### src/design/tcsm_pkg.sv
// Shared constants for the task CPU share monitor.
// No dependencies; imported by the divider, the monitor and the testbench.
package tcsm_pkg;

  // Default sizing of the task table and the tick timer
  localparam int unsigned MAX_TASKS_DEF   = 16;
  localparam int unsigned TIMER_WIDTH_DEF = 24;

  // Field widths fixed by the interface
  localparam int unsigned TASK_W   = 4;
  localparam int unsigned TVAL_W   = 24;
  localparam int unsigned TICK_W   = 32;
  localparam int unsigned PERIOD_W = 16;
  localparam int unsigned SHARE_W  = 7;
  localparam int unsigned BUSY_W   = 32;
  localparam int unsigned RELOAD_W = 25;
  localparam int unsigned WINDOW_W = 16;
  localparam int unsigned CFG_IDX_W = 1;

  // Shared divider: 33-bit dividend (count plus half reload), 25-bit divisor
  localparam int unsigned DIVD_W    = BUSY_W + 1;
  localparam int unsigned DIVS_W    = RELOAD_W;
  localparam int unsigned DIV_CNT_W = $clog2(DIVD_W);

  localparam logic [SHARE_W-1:0] PCT_FULL = 7'd100;

  // Divider handshake between the sequencer and the divider
  typedef struct packed {
    logic start;
    logic [DIVD_W-1:0] dividend;
    logic [DIVS_W-1:0] divisor;
  } div_req_t;

endpackage

### src/design/tcsm_ram.sv
// Generic single-write, single-read RAM with registered read data.
// No dependencies.
module tcsm_ram #(
  parameter int unsigned WIDTH = 8,
  parameter int unsigned DEPTH = 16
) (
  input  logic                     clk,
  input  logic                     we,
  input  logic [$clog2(DEPTH)-1:0] waddr,
  input  logic [WIDTH-1:0]         wdata,
  input  logic                     re,
  input  logic [$clog2(DEPTH)-1:0] raddr,
  output logic [WIDTH-1:0]         rdata
);

  logic [WIDTH-1:0] mem [DEPTH];

  always_ff @(posedge clk) begin
    if (we) begin
      mem[waddr] <= wdata;
    end
    if (re) begin
      rdata <= mem[raddr];
    end
  end

endmodule

### src/design/tcsm_div.sv
// Restoring radix-2 divider, one quotient bit per cycle.
// Depends on tcsm_pkg for its widths and the request struct.
module tcsm_div (
  input  logic                           clk,
  input  logic                           rst,
  input  tcsm_pkg::div_req_t             req,
  output logic                           done,
  output logic [tcsm_pkg::DIVD_W-1:0]    quotient
);
  import tcsm_pkg::*;

  logic                 running;
  logic [DIV_CNT_W-1:0] cnt;
  logic [DIVS_W-1:0]    rem;
  logic [DIVS_W:0]      rem_sh;
  logic                 ge;
  logic [DIVS_W:0]      rem_sub;

  always_comb begin
    rem_sh  = {rem, quotient[DIVD_W-1]};
    ge      = rem_sh >= {1'b0, req.divisor};
    rem_sub = rem_sh - {1'b0, req.divisor};
  end

  always_ff @(posedge clk) begin
    if (rst) begin
      running <= 1'b0;
      done    <= 1'b0;
    end else begin
      done <= 1'b0;
      if (req.start) begin
        running <= 1'b1;
      end else if (running && cnt == DIV_CNT_W'(DIVD_W - 1)) begin
        running <= 1'b0;
        done    <= 1'b1;
      end
    end
  end

  // Divisor is held stable by the sequencer for the whole run
  always_ff @(posedge clk) begin
    if (req.start) begin
      rem      <= '0;
      quotient <= req.dividend;
      cnt      <= '0;
    end else if (running) begin
      rem      <= ge ? rem_sub[DIVS_W-1:0] : rem_sh[DIVS_W-1:0];
      quotient <= {quotient[DIVD_W-2:0], ge};
      cnt      <= cnt + 1'b1;
    end
  end

endmodule

### src/design/task_cpu_share_monitor.sv
// Task CPU share monitor: one record per task, charged on context switches.
// Clear and unused modes answer from idle; a read runs QRY_RD, QRY_OUT; a
// switch runs CHG_RD, CHG_WR (skipped with nothing to charge), NEW_RD, NEW_WR;
// at window end, MAX_TASKS sweeps, each one or two runs (one when the share
// saturates) of the shared 33-step divider. One word in flight at a time.
// Results cannot be stalled: done strobes for one cycle with the word.
// Synchronous reset clears all records (per-task valid bits) and the FSM.
module task_cpu_share_monitor #(
  parameter int unsigned MAX_TASKS   = tcsm_pkg::MAX_TASKS_DEF,
  parameter int unsigned TIMER_WIDTH = tcsm_pkg::TIMER_WIDTH_DEF
) (
  input  logic                             clk,
  input  logic                             rst,
  // command channel
  input  logic                             start,
  output logic                             busy,
  input  logic [1:0]                       mode,
  input  logic                             old_valid,
  input  logic [tcsm_pkg::TASK_W-1:0]      old_task,
  input  logic [tcsm_pkg::TASK_W-1:0]      new_task,
  input  logic [tcsm_pkg::TASK_W-1:0]      target_task,
  input  logic [tcsm_pkg::TVAL_W-1:0]      timer_value,
  input  logic [tcsm_pkg::TICK_W-1:0]      tick_number,
  input  logic [tcsm_pkg::PERIOD_W-1:0]    period_count,
  // result
  output logic                             done,
  output logic [tcsm_pkg::SHARE_W-1:0]     share_percent,
  output logic                             period_done,
  // configuration write channel
  input  logic                             cfg_valid,
  output logic                             cfg_ready,
  input  logic [tcsm_pkg::CFG_IDX_W-1:0]   cfg_index,
  input  logic [tcsm_pkg::RELOAD_W-1:0]    cfg_data
);
  import tcsm_pkg::*;

  localparam int unsigned IDX_W   = $clog2(MAX_TASKS);
  // record layout: {start timer value, busy count, share}
  localparam int unsigned REC_W   = TIMER_WIDTH + BUSY_W + SHARE_W;
  localparam int unsigned BUSY_LO = SHARE_W;
  localparam int unsigned START_LO = SHARE_W + BUSY_W;

  localparam logic [1:0] MODE_SWITCH = 2'd0;
  localparam logic [1:0] MODE_READ   = 2'd1;
  localparam logic [1:0] MODE_CLEAR  = 2'd2;

  localparam logic [CFG_IDX_W-1:0] CFG_RELOAD = 1'b0;
  localparam logic [CFG_IDX_W-1:0] CFG_WINDOW = 1'b1;

  typedef enum logic [11:0] {
    S_IDLE     = 12'b0000_0000_0001,
    S_CHG_RD   = 12'b0000_0000_0010,
    S_CHG_WR   = 12'b0000_0000_0100,
    S_NEW_RD   = 12'b0000_0000_1000,
    S_NEW_WR   = 12'b0000_0001_0000,
    S_SWP_RD   = 12'b0000_0010_0000,
    S_SWP_LD   = 12'b0000_0100_0000,
    S_SWP_DIV1 = 12'b0000_1000_0000,
    S_SWP_DIV2 = 12'b0001_0000_0000,
    S_SWP_WR   = 12'b0010_0000_0000,
    S_QRY_RD   = 12'b0100_0000_0000,
    S_QRY_OUT  = 12'b1000_0000_0000
  } state_t;

  state_t state;

  // configuration registers
  logic [RELOAD_W-1:0] reload_period;
  logic [WINDOW_W-1:0] share_window_ticks;

  // latched command word
  logic [IDX_W-1:0]       old_idx, new_idx, tgt_idx, sweep_idx;
  logic                   new_ok;
  logic [TIMER_WIDTH-1:0] timer_q;
  logic                   tick_chg;
  logic                   window_hit;
  logic [TICK_W-1:0]      last_switch_tick;
  logic [SHARE_W-1:0]     share_q;

  // record store: data in RAM, valid bits in flops so reset empties it at once
  logic [MAX_TASKS-1:0] rec_valid;
  logic                 rd_valid;
  logic                 ram_we, ram_re;
  logic [IDX_W-1:0]     ram_waddr, ram_raddr;
  logic [REC_W-1:0]     ram_wdata, ram_rdata, rec;

  logic [TIMER_WIDTH-1:0] rec_start;
  logic [BUSY_W-1:0]      rec_busy, busy_chg;
  logic [SHARE_W-1:0]     rec_share;

  // shared divider
  div_req_t            div_req;
  logic                div_done;
  logic [DIVD_W-1:0]   div_quo;
  logic [RELOAD_W-1:0] rel_eff;
  logic [WINDOW_W-1:0] win_eff;
  logic                sat;
  logic [22:0]         q100;

  logic accept;
  logic old_ok_in, new_ok_in, tgt_ok_in;

  assign busy      = (state != S_IDLE);
  assign accept    = start && !busy;
  assign cfg_ready = 1'b1;

  assign old_ok_in = 32'(old_task) < 32'(MAX_TASKS);
  assign new_ok_in = 32'(new_task) < 32'(MAX_TASKS);
  assign tgt_ok_in = 32'(target_task) < 32'(MAX_TASKS);

  // An entry never written since reset or clear reads as all zero
  assign rec       = rd_valid ? ram_rdata : '0;
  assign rec_share = rec[SHARE_W-1:0];
  assign rec_busy  = rec[BUSY_LO +: BUSY_W];
  assign rec_start = rec[START_LO +: TIMER_WIDTH];

  // Charge: elapsed down-count, plus one reload when the tick has moved on
  assign busy_chg = rec_busy + BUSY_W'(rec_start) - BUSY_W'(timer_q)
                    + (tick_chg ? BUSY_W'(reload_period) : '0);

  // Zero divisors count as one
  assign rel_eff = (reload_period == '0) ? RELOAD_W'(1) : reload_period;
  assign win_eff = (share_window_ticks == '0) ? WINDOW_W'(1) : share_window_ticks;

  // q*100/win reaches 100 exactly when q >= win, so only q < win is divided
  assign sat  = div_quo >= DIVD_W'(win_eff);
  assign q100 = 23'(div_quo[WINDOW_W-1:0]) * 23'd100;

  // Hold the reload as divisor for the whole first run, the window after it
  always_comb begin
    div_req.start    = 1'b0;
    div_req.dividend = DIVD_W'(q100);
    div_req.divisor  = DIVS_W'(win_eff);
    if (state == S_SWP_LD) begin
      div_req.start    = 1'b1;
      div_req.dividend = DIVD_W'(rec_busy) + DIVD_W'(rel_eff >> 1);
      div_req.divisor  = rel_eff;
    end else if (state == S_SWP_DIV1) begin
      div_req.start   = div_done && !sat;
      div_req.divisor = rel_eff;
    end
  end

  // RAM port control per sequencer step
  always_comb begin
    ram_re    = 1'b0;
    ram_raddr = old_idx;
    ram_we    = 1'b0;
    ram_waddr = old_idx;
    ram_wdata = {rec_start, busy_chg, rec_share};
    unique case (state)
      S_CHG_RD: begin
        ram_re = 1'b1;
      end
      S_CHG_WR: begin
        ram_we = 1'b1;
      end
      S_NEW_RD: begin
        ram_re    = 1'b1;
        ram_raddr = new_idx;
      end
      S_NEW_WR: begin
        ram_we    = new_ok;
        ram_waddr = new_idx;
        ram_wdata = {timer_q, rec_busy, rec_share};
      end
      S_SWP_RD: begin
        ram_re    = 1'b1;
        ram_raddr = sweep_idx;
      end
      S_SWP_WR: begin
        ram_we    = 1'b1;
        ram_waddr = sweep_idx;
        ram_wdata = {rec_start, BUSY_W'(0), share_q};
      end
      S_QRY_RD: begin
        ram_re    = 1'b1;
        ram_raddr = tgt_idx;
      end
      default: begin
      end
    endcase
  end

  // Configuration writes
  always_ff @(posedge clk) begin
    if (rst) begin
      reload_period      <= RELOAD_W'(72000);
      share_window_ticks <= WINDOW_W'(1000);
    end else if (cfg_valid && cfg_ready) begin
      unique case (cfg_index)
        CFG_RELOAD: reload_period      <= cfg_data;
        CFG_WINDOW: share_window_ticks <= cfg_data[WINDOW_W-1:0];
        default: begin
        end
      endcase
    end
  end

  // Sequencer and control state
  always_ff @(posedge clk) begin
    if (rst) begin
      state            <= S_IDLE;
      done             <= 1'b0;
      share_percent    <= '0;
      period_done      <= 1'b0;
      rec_valid        <= '0;
      rd_valid         <= 1'b0;
      last_switch_tick <= '0;
    end else begin
      done <= 1'b0;
      if (ram_re) begin
        rd_valid <= rec_valid[ram_raddr];
      end
      if (ram_we) begin
        rec_valid[ram_waddr] <= 1'b1;
      end

      unique case (state)
        S_IDLE: begin
          if (accept) begin
            priority case (mode)
              MODE_SWITCH: begin
                last_switch_tick <= tick_number;
                state <= (old_valid && old_ok_in) ? S_CHG_RD : S_NEW_RD;
              end
              MODE_READ: begin
                if (tgt_ok_in) begin
                  state <= S_QRY_RD;
                end else begin
                  done          <= 1'b1;
                  share_percent <= '0;
                  period_done   <= 1'b0;
                end
              end
              MODE_CLEAR: begin
                // drop the record: an invalid entry reads as zero
                if (tgt_ok_in) begin
                  rec_valid[IDX_W'(target_task)] <= 1'b0;
                end
                done          <= 1'b1;
                share_percent <= '0;
                period_done   <= 1'b0;
              end
              default: begin
                done          <= 1'b1;
                share_percent <= '0;
                period_done   <= 1'b0;
              end
            endcase
          end
        end
        S_CHG_RD:   state <= S_CHG_WR;
        S_CHG_WR:   state <= S_NEW_RD;
        S_NEW_RD:   state <= S_NEW_WR;
        S_NEW_WR: begin
          if (window_hit) begin
            state <= S_SWP_RD;
          end else begin
            state         <= S_IDLE;
            done          <= 1'b1;
            share_percent <= '0;
            period_done   <= 1'b0;
          end
        end
        S_SWP_RD:   state <= S_SWP_LD;
        S_SWP_LD:   state <= S_SWP_DIV1;
        S_SWP_DIV1: begin
          if (div_done) begin
            state <= sat ? S_SWP_WR : S_SWP_DIV2;
          end
        end
        S_SWP_DIV2: begin
          if (div_done) begin
            state <= S_SWP_WR;
          end
        end
        S_SWP_WR: begin
          if (sweep_idx == IDX_W'(MAX_TASKS - 1)) begin
            state         <= S_IDLE;
            done          <= 1'b1;
            share_percent <= '0;
            period_done   <= 1'b1;
          end else begin
            state <= S_SWP_RD;
          end
        end
        S_QRY_RD:   state <= S_QRY_OUT;
        S_QRY_OUT: begin
          state         <= S_IDLE;
          done          <= 1'b1;
          share_percent <= rec_share;
          period_done   <= 1'b0;
        end
        default:    state <= S_IDLE;
      endcase
    end
  end

  // Command word capture and sweep datapath
  always_ff @(posedge clk) begin
    if (accept) begin
      old_idx    <= IDX_W'(old_task);
      new_idx    <= IDX_W'(new_task);
      tgt_idx    <= IDX_W'(target_task);
      new_ok     <= new_ok_in;
      timer_q    <= TIMER_WIDTH'(timer_value);
      tick_chg   <= tick_number != last_switch_tick;
      window_hit <= period_count == share_window_ticks;
      sweep_idx  <= '0;
    end else if (state == S_SWP_WR) begin
      sweep_idx <= sweep_idx + 1'b1;
    end
    if (state == S_SWP_DIV1 && div_done && sat) begin
      share_q <= PCT_FULL;
    end else if (state == S_SWP_DIV2 && div_done) begin
      share_q <= div_quo[SHARE_W-1:0];
    end
  end

  tcsm_ram #(
    .WIDTH (REC_W),
    .DEPTH (MAX_TASKS)
  ) u_rec_ram (
    .clk   (clk),
    .we    (ram_we),
    .waddr (ram_waddr),
    .wdata (ram_wdata),
    .re    (ram_re),
    .raddr (ram_raddr),
    .rdata (ram_rdata)
  );

  tcsm_div u_div (
    .clk      (clk),
    .rst      (rst),
    .req      (div_req),
    .done     (div_done),
    .quotient (div_quo)
  );

endmodule

### config.mk
export PLATFORM = sky130hd
export DESIGN_NAME = task_cpu_share_monitor
export DESIGN_NICKNAME = d
export VERILOG_FILES = /design/src/design/tcsm_pkg.sv /design/src/design/tcsm_ram.sv /design/src/design/tcsm_div.sv /design/src/design/task_cpu_share_monitor.sv
export SDC_FILE = /design/constraint.sdc
export NUM_CORES = 2
export LEC_CHECK = 0
export ABC_AREA = 1
export BUFFER_PORTS_ARGS = -buffer_cell sky130_fd_sc_hd__buf_2
export CORE_ASPECT_RATIO = 1.1
export CORE_MARGIN = 4
export CORE_UTILIZATION = 50
export CTS_BUF_LIST = sky130_fd_sc_hd__clkbuf_4 sky130_fd_sc_hd__clkbuf_8
export CTS_CLUSTER_SIZE = 8
export DETAILED_ROUTE_END_ITERATION = 10
export PLACE_DENSITY_LB_ADDON = 0.2
export SYNTH_ARGS = -nofsm -noshare
export SYNTH_HDL_FRONTEND = slang
export SYNTH_SLANG_ARGS = --single-unit
### constraint.sdc
create_clock -name clk -period 5.05 [get_ports clk]
set_input_delay 0 -clock clk [delete_from_list [all_inputs] [get_ports clk]]
set_output_delay 0 -clock clk [all_outputs]
set_load 0.05 [all_outputs]
==> qor.yml <==
setup_path:
  r2r-start: "state[11]$_SDFFE_PP0P_"
  reg2reg_to: "u_div.rem[1]$_SDFFE_PP0P_"
  cpPeakStageDelay_ps: 440
  worst-endpoint-required_ps: 5910
  reg2reg_slack_ps: 390
  cp.depth: 20
  path_cells: "nor2_2 > nand2_2 > nor2_4 > inv_1 > nor2_1 > inv_1 > nand2_1 > buf_4 > mux2i_1 > fa_1 > nand3_1 > nand3_1 > a21boi_0 > o21ai_0 > nand3_1 > nand3_2 > inv_1 > o21a_1 > o21ai_0 > a21oi_1"
  r2r_cells: 20
  path_class: "reg -> reg"
  crit_path_end: "u_div.rem[1]$_SDFFE_PP0P_"
  critPathTopFamily: "simple AND/OR/NAND/NOR gates"
  cp-start-kind: "flip-flop"
  crit_path_end_kind: "flip-flop"
  cp_slowest_cell: "fa_1"
  path_max_fanout: 33
  path_buf_inv: 4
  arrival_ps: 5520
  crit_start: "state[11]$_SDFFE_PP0P_"
cts:
  cts_tree: "built"
  htreeDepth: 4
  post_cts_buffers: 0
  root_buffer: "clkbuf_8"
  clock_latency_ps: 970
  clockBufferDepth: 3
  cts_made_buffers: 208
  clkSlewWorstSetupHoldPaths_ps: 70
  clock-sinks: 1297
route:
  wl_per_cell_um: 23.94
  ant_nets: 0
  route.vias.total: 46920
  finalWirelength_um: 192900
  viasPerCell: 5.825
  first_pass_iters: 6
  drt-initial-drc-count: 4989
  route.detailed.drc: 0
synth:
  yosys.area_share.xor_xnor: 0.01263
  synth_top_family_by_area: "compound AO/OA/AOI/OAI gates"
  avgSynthCellArea_sq_um: 10.72
  synthTopCellsByArea: "edfxtp_1 55%, nand2_1 5.4%, o211ai_1 5.1%"
  synth_top_area_frac: 0.5496
  synth_edf_count: 1142
  synth.net_count: 6163
  synth_compound_area_frac: 0.1617
  async_flop_share: 0
  synthSimpleGateAreaFrac: 0.1060
  ys_seq_area_frac: 0.5993
  synth_common_cells: "1142 x edfxtp_1, 905 x nand2_1, 679 x inv_1"
  yosys.area_share.adder: 0.05266
  synth_cells: 5820
  yosysUniqueCellTypes: 60
  netlist.top_cell.by_area: "edfxtp_1"
  synthFlopType: "edfxtp_1"
  synthMuxAreaShare: 0.0009625
  ys_ff_latch: 1297
  yosysMostFrequentCell: "edfxtp_1"
  syn_area_sq_mm: 0.06239
  synth_warnings: 0
grt:
  antenna_found_initial: 3
  grt_usage: 0.2922
  grt_pass1_vias: 45850
  grt_max_degree: 138
  grt.overflow.total: 0
  grt_pass1_wl_um: 286700
pwr:
  combPwrFrac: 0.182
  pwr-share-clk: 0.346
  pwr-share-seq: 0.472
  p_int_mw: 18.83
  p_switching_mw: 7.816
  power.density_mw_per_mm2: 368.7
  p_total_mw: 26.65
  power.leakage_nw: 27.49
  power.share.switching: 0.2933
  ir_drop_v: 0.0002553
timing:
  worst_pin_slew_ps: 1263
  hold_viol: 0
  setup_viol_count_final: 0
  drv_slew: 0
  fin_crit_ps: 4662
  skew_ps: 65.78
  relSlewSlack: 0.1523
  fmax_ghz: 0.2145
  rsz0062_at_grt: "no"
  tns_ps: 0
  finalCritPeriodShare: 0.9231
cells_and_area:
  seqCellArea_sq_mm: 0.03740
  syn_to_final_growth_pct: 15.83
  final_layout_size_suffix_gt1_frac: 0.1278
  multi_input_area_sq_mm: 0.02102
  n_fill_cell: 10130
  fin_nets: 6591
die:
  die-area_sq_mm: 0.1305
  io_pins: 128
  initial_core_util: 0.5053
  die_width_um: 344.8
  rows: 135
  core-area_sq_mm: 0.1235
  die_y_um: 378.5
min_path:
  worstHoldPathType: "in -> reg"
placed_design:
  numPortBuffers: 126
  dp_hpwl_um: 115500
  gp_congestion: 0.9398
run_status:
  outcome: "finished clean"
flow_run:
  maxCapViolCount: 0
## stage by stage
stage / hold slack (ps) / cells / cell area [sq um] / setup slack (ps) / util
final: 115.2 / 8056 / 72270 / 388.2 / 0.5853
after global routing: 75.40 / 8052 / 72260 / 53.25 / 0.5853
after CTS: 11.89 / 8051 / 72260 / 260.4 / 0.5852
after detailed placement: 180.4 / 7438 / 65610 / 278.7 / 0.5314
after global placement: 179.0 / 7438 / 65610 / 318.0 / 0.5314
after floorplan: 78.66 / 5820 / 62390 / 245.2 / -
## what timing repair did
item,CTS,global route
endpoints found under the hold margin,191,0
gates resized for setup,0,1
hold buffers,244,0
endpoints found under the setup margin,0,16
## layout by cell type (no fill, tap or decap), types with 80 or more instances in the layout
cell type / Yosys / routed
edfxtp_1: 1142 / 1142
nand2_1: 905 / 904
inv_1: 679 / 676
o21ai_0: 522 / 515
a21oi_1: 467 / 467
o211ai_1: 425 / 425
nor2_1: 268 / 252
nand3_1: 250 / 250
dlygate4sd3_1: 0 / 244
clkbuf_8: 0 / 217
ha_1: 165 / 165
dfxtp_1: 155 / 154
buf_4: 24 / 144
buf_2: 87 / 126
o211ai_2: 100 / 100
clkbuf_4: 0 / 80
## worst register-to-register path: stages (launching register included)
cell and delay (ps):
dfxtp_1 320, nor2_2 180, nand2_2 140, nor2_4 210
inv_1 80, nor2_1 180, inv_1 110, nand2_1 180
buf_4 370, mux2i_1 190, fa_1 440, nand3_1 90
nand3_1 180, a21boi_0 400, o21ai_0 280, nand3_1 150
nand3_2 290, inv_1 390, o21a_1 150, o21ai_0 70
a21oi_1 150
## state kept, by name, indices dropped and copies added (netlist names), 4 cells and up
signal and cells:
u_rec_ram.mem 1008, u_rec_ram.rdata 63, u_div.quotient 33, last_switch_tick 32, reload_period 25, u_div.rem 25, timer_q 24, rec_valid 16
share_window_ticks 16, state 12, share_percent 7, share_q 7, u_div.cnt 6, new_idx 4, old_idx 4, sweep_idx 4
tgt_idx 4
## how the worst min path moves through the flow
stage | from | end | slack (ps) | cells past startpoint
5_1_grt | target_task[0] | rec_valid[12]$_SDFF_PP0_ | 80 | 6
2_1_floorplan | mode[1] | state[10]$_SDFFE_PP0P_ | 80 | 1
3_5_place_dp | timer_value[0] | timer_q[0]$_DFFE_PP_ | 180 | 1
4_1_cts | target_task[3] | rec_valid[14]$_SDFF_PP0_ | 10 | 5
6_report | target_task[3] | rec_valid[12]$_SDFF_PP0_ | 120 | 5
3_3_place_gp | timer_value[5] | timer_q[5]$_DFFE_PP_ | 180 | 1
## cell type report
type / instances / share of cell area
clock buffer: 297 / 0.04963
clock inverter: 72 / 0.008483
sequential: 1297 / 0.5175
antenna: 5 / 0.0001731
tap: 1644 / 0.02846
timing repair buffer: 555 / 0.06883
inverter: 691 / 0.03613
multi-input combinational: 3495 / 0.2908
## power groups by stage
stage / Sequential [mW] / Clock [mW] / Combinational [mW]
finish: 12.6 / 9.22 / 4.86
detailed placement: 12.8 / 0 / 4.62
floorplan: 12.8 / 0 / 2.90
CTS: 12.6 / 9.38 / 4.80
global route: 12.6 / 9.85 / 5.28
global placement: 12.8 / 0 / 4.58
## metal layers
| metal | wire length (um) | up-vias | part of all wire | global-route usage |
|---|---|---|---|---|
| met5 | 14 | - | 0.000073 | 0 |
| met4 | 6533 | 2 | 0.034 | 0.1045 |
| met3 | 15320 | 413 | 0.079 | 0.04676 |
| met2 | 91640 | 2129 | 0.48 | 0.4807 |
| met1 | 79370 | 22850 | 0.41 | 0.3944 |
| li1 | - | 21530 | - | - |
## kinds of logic after synthesis
family | after synthesis
AO/OA/AOI/OAI | 1600
XOR/XNOR | 90
adder cells (fa/ha/maj) | 226
buffers and inverters | 1028
flip-flops | 1297
multiplexers | 6
other | 1
AND/OR/NAND/NOR | 1572
No activity file was read; power rests on OpenSTA's default activity.
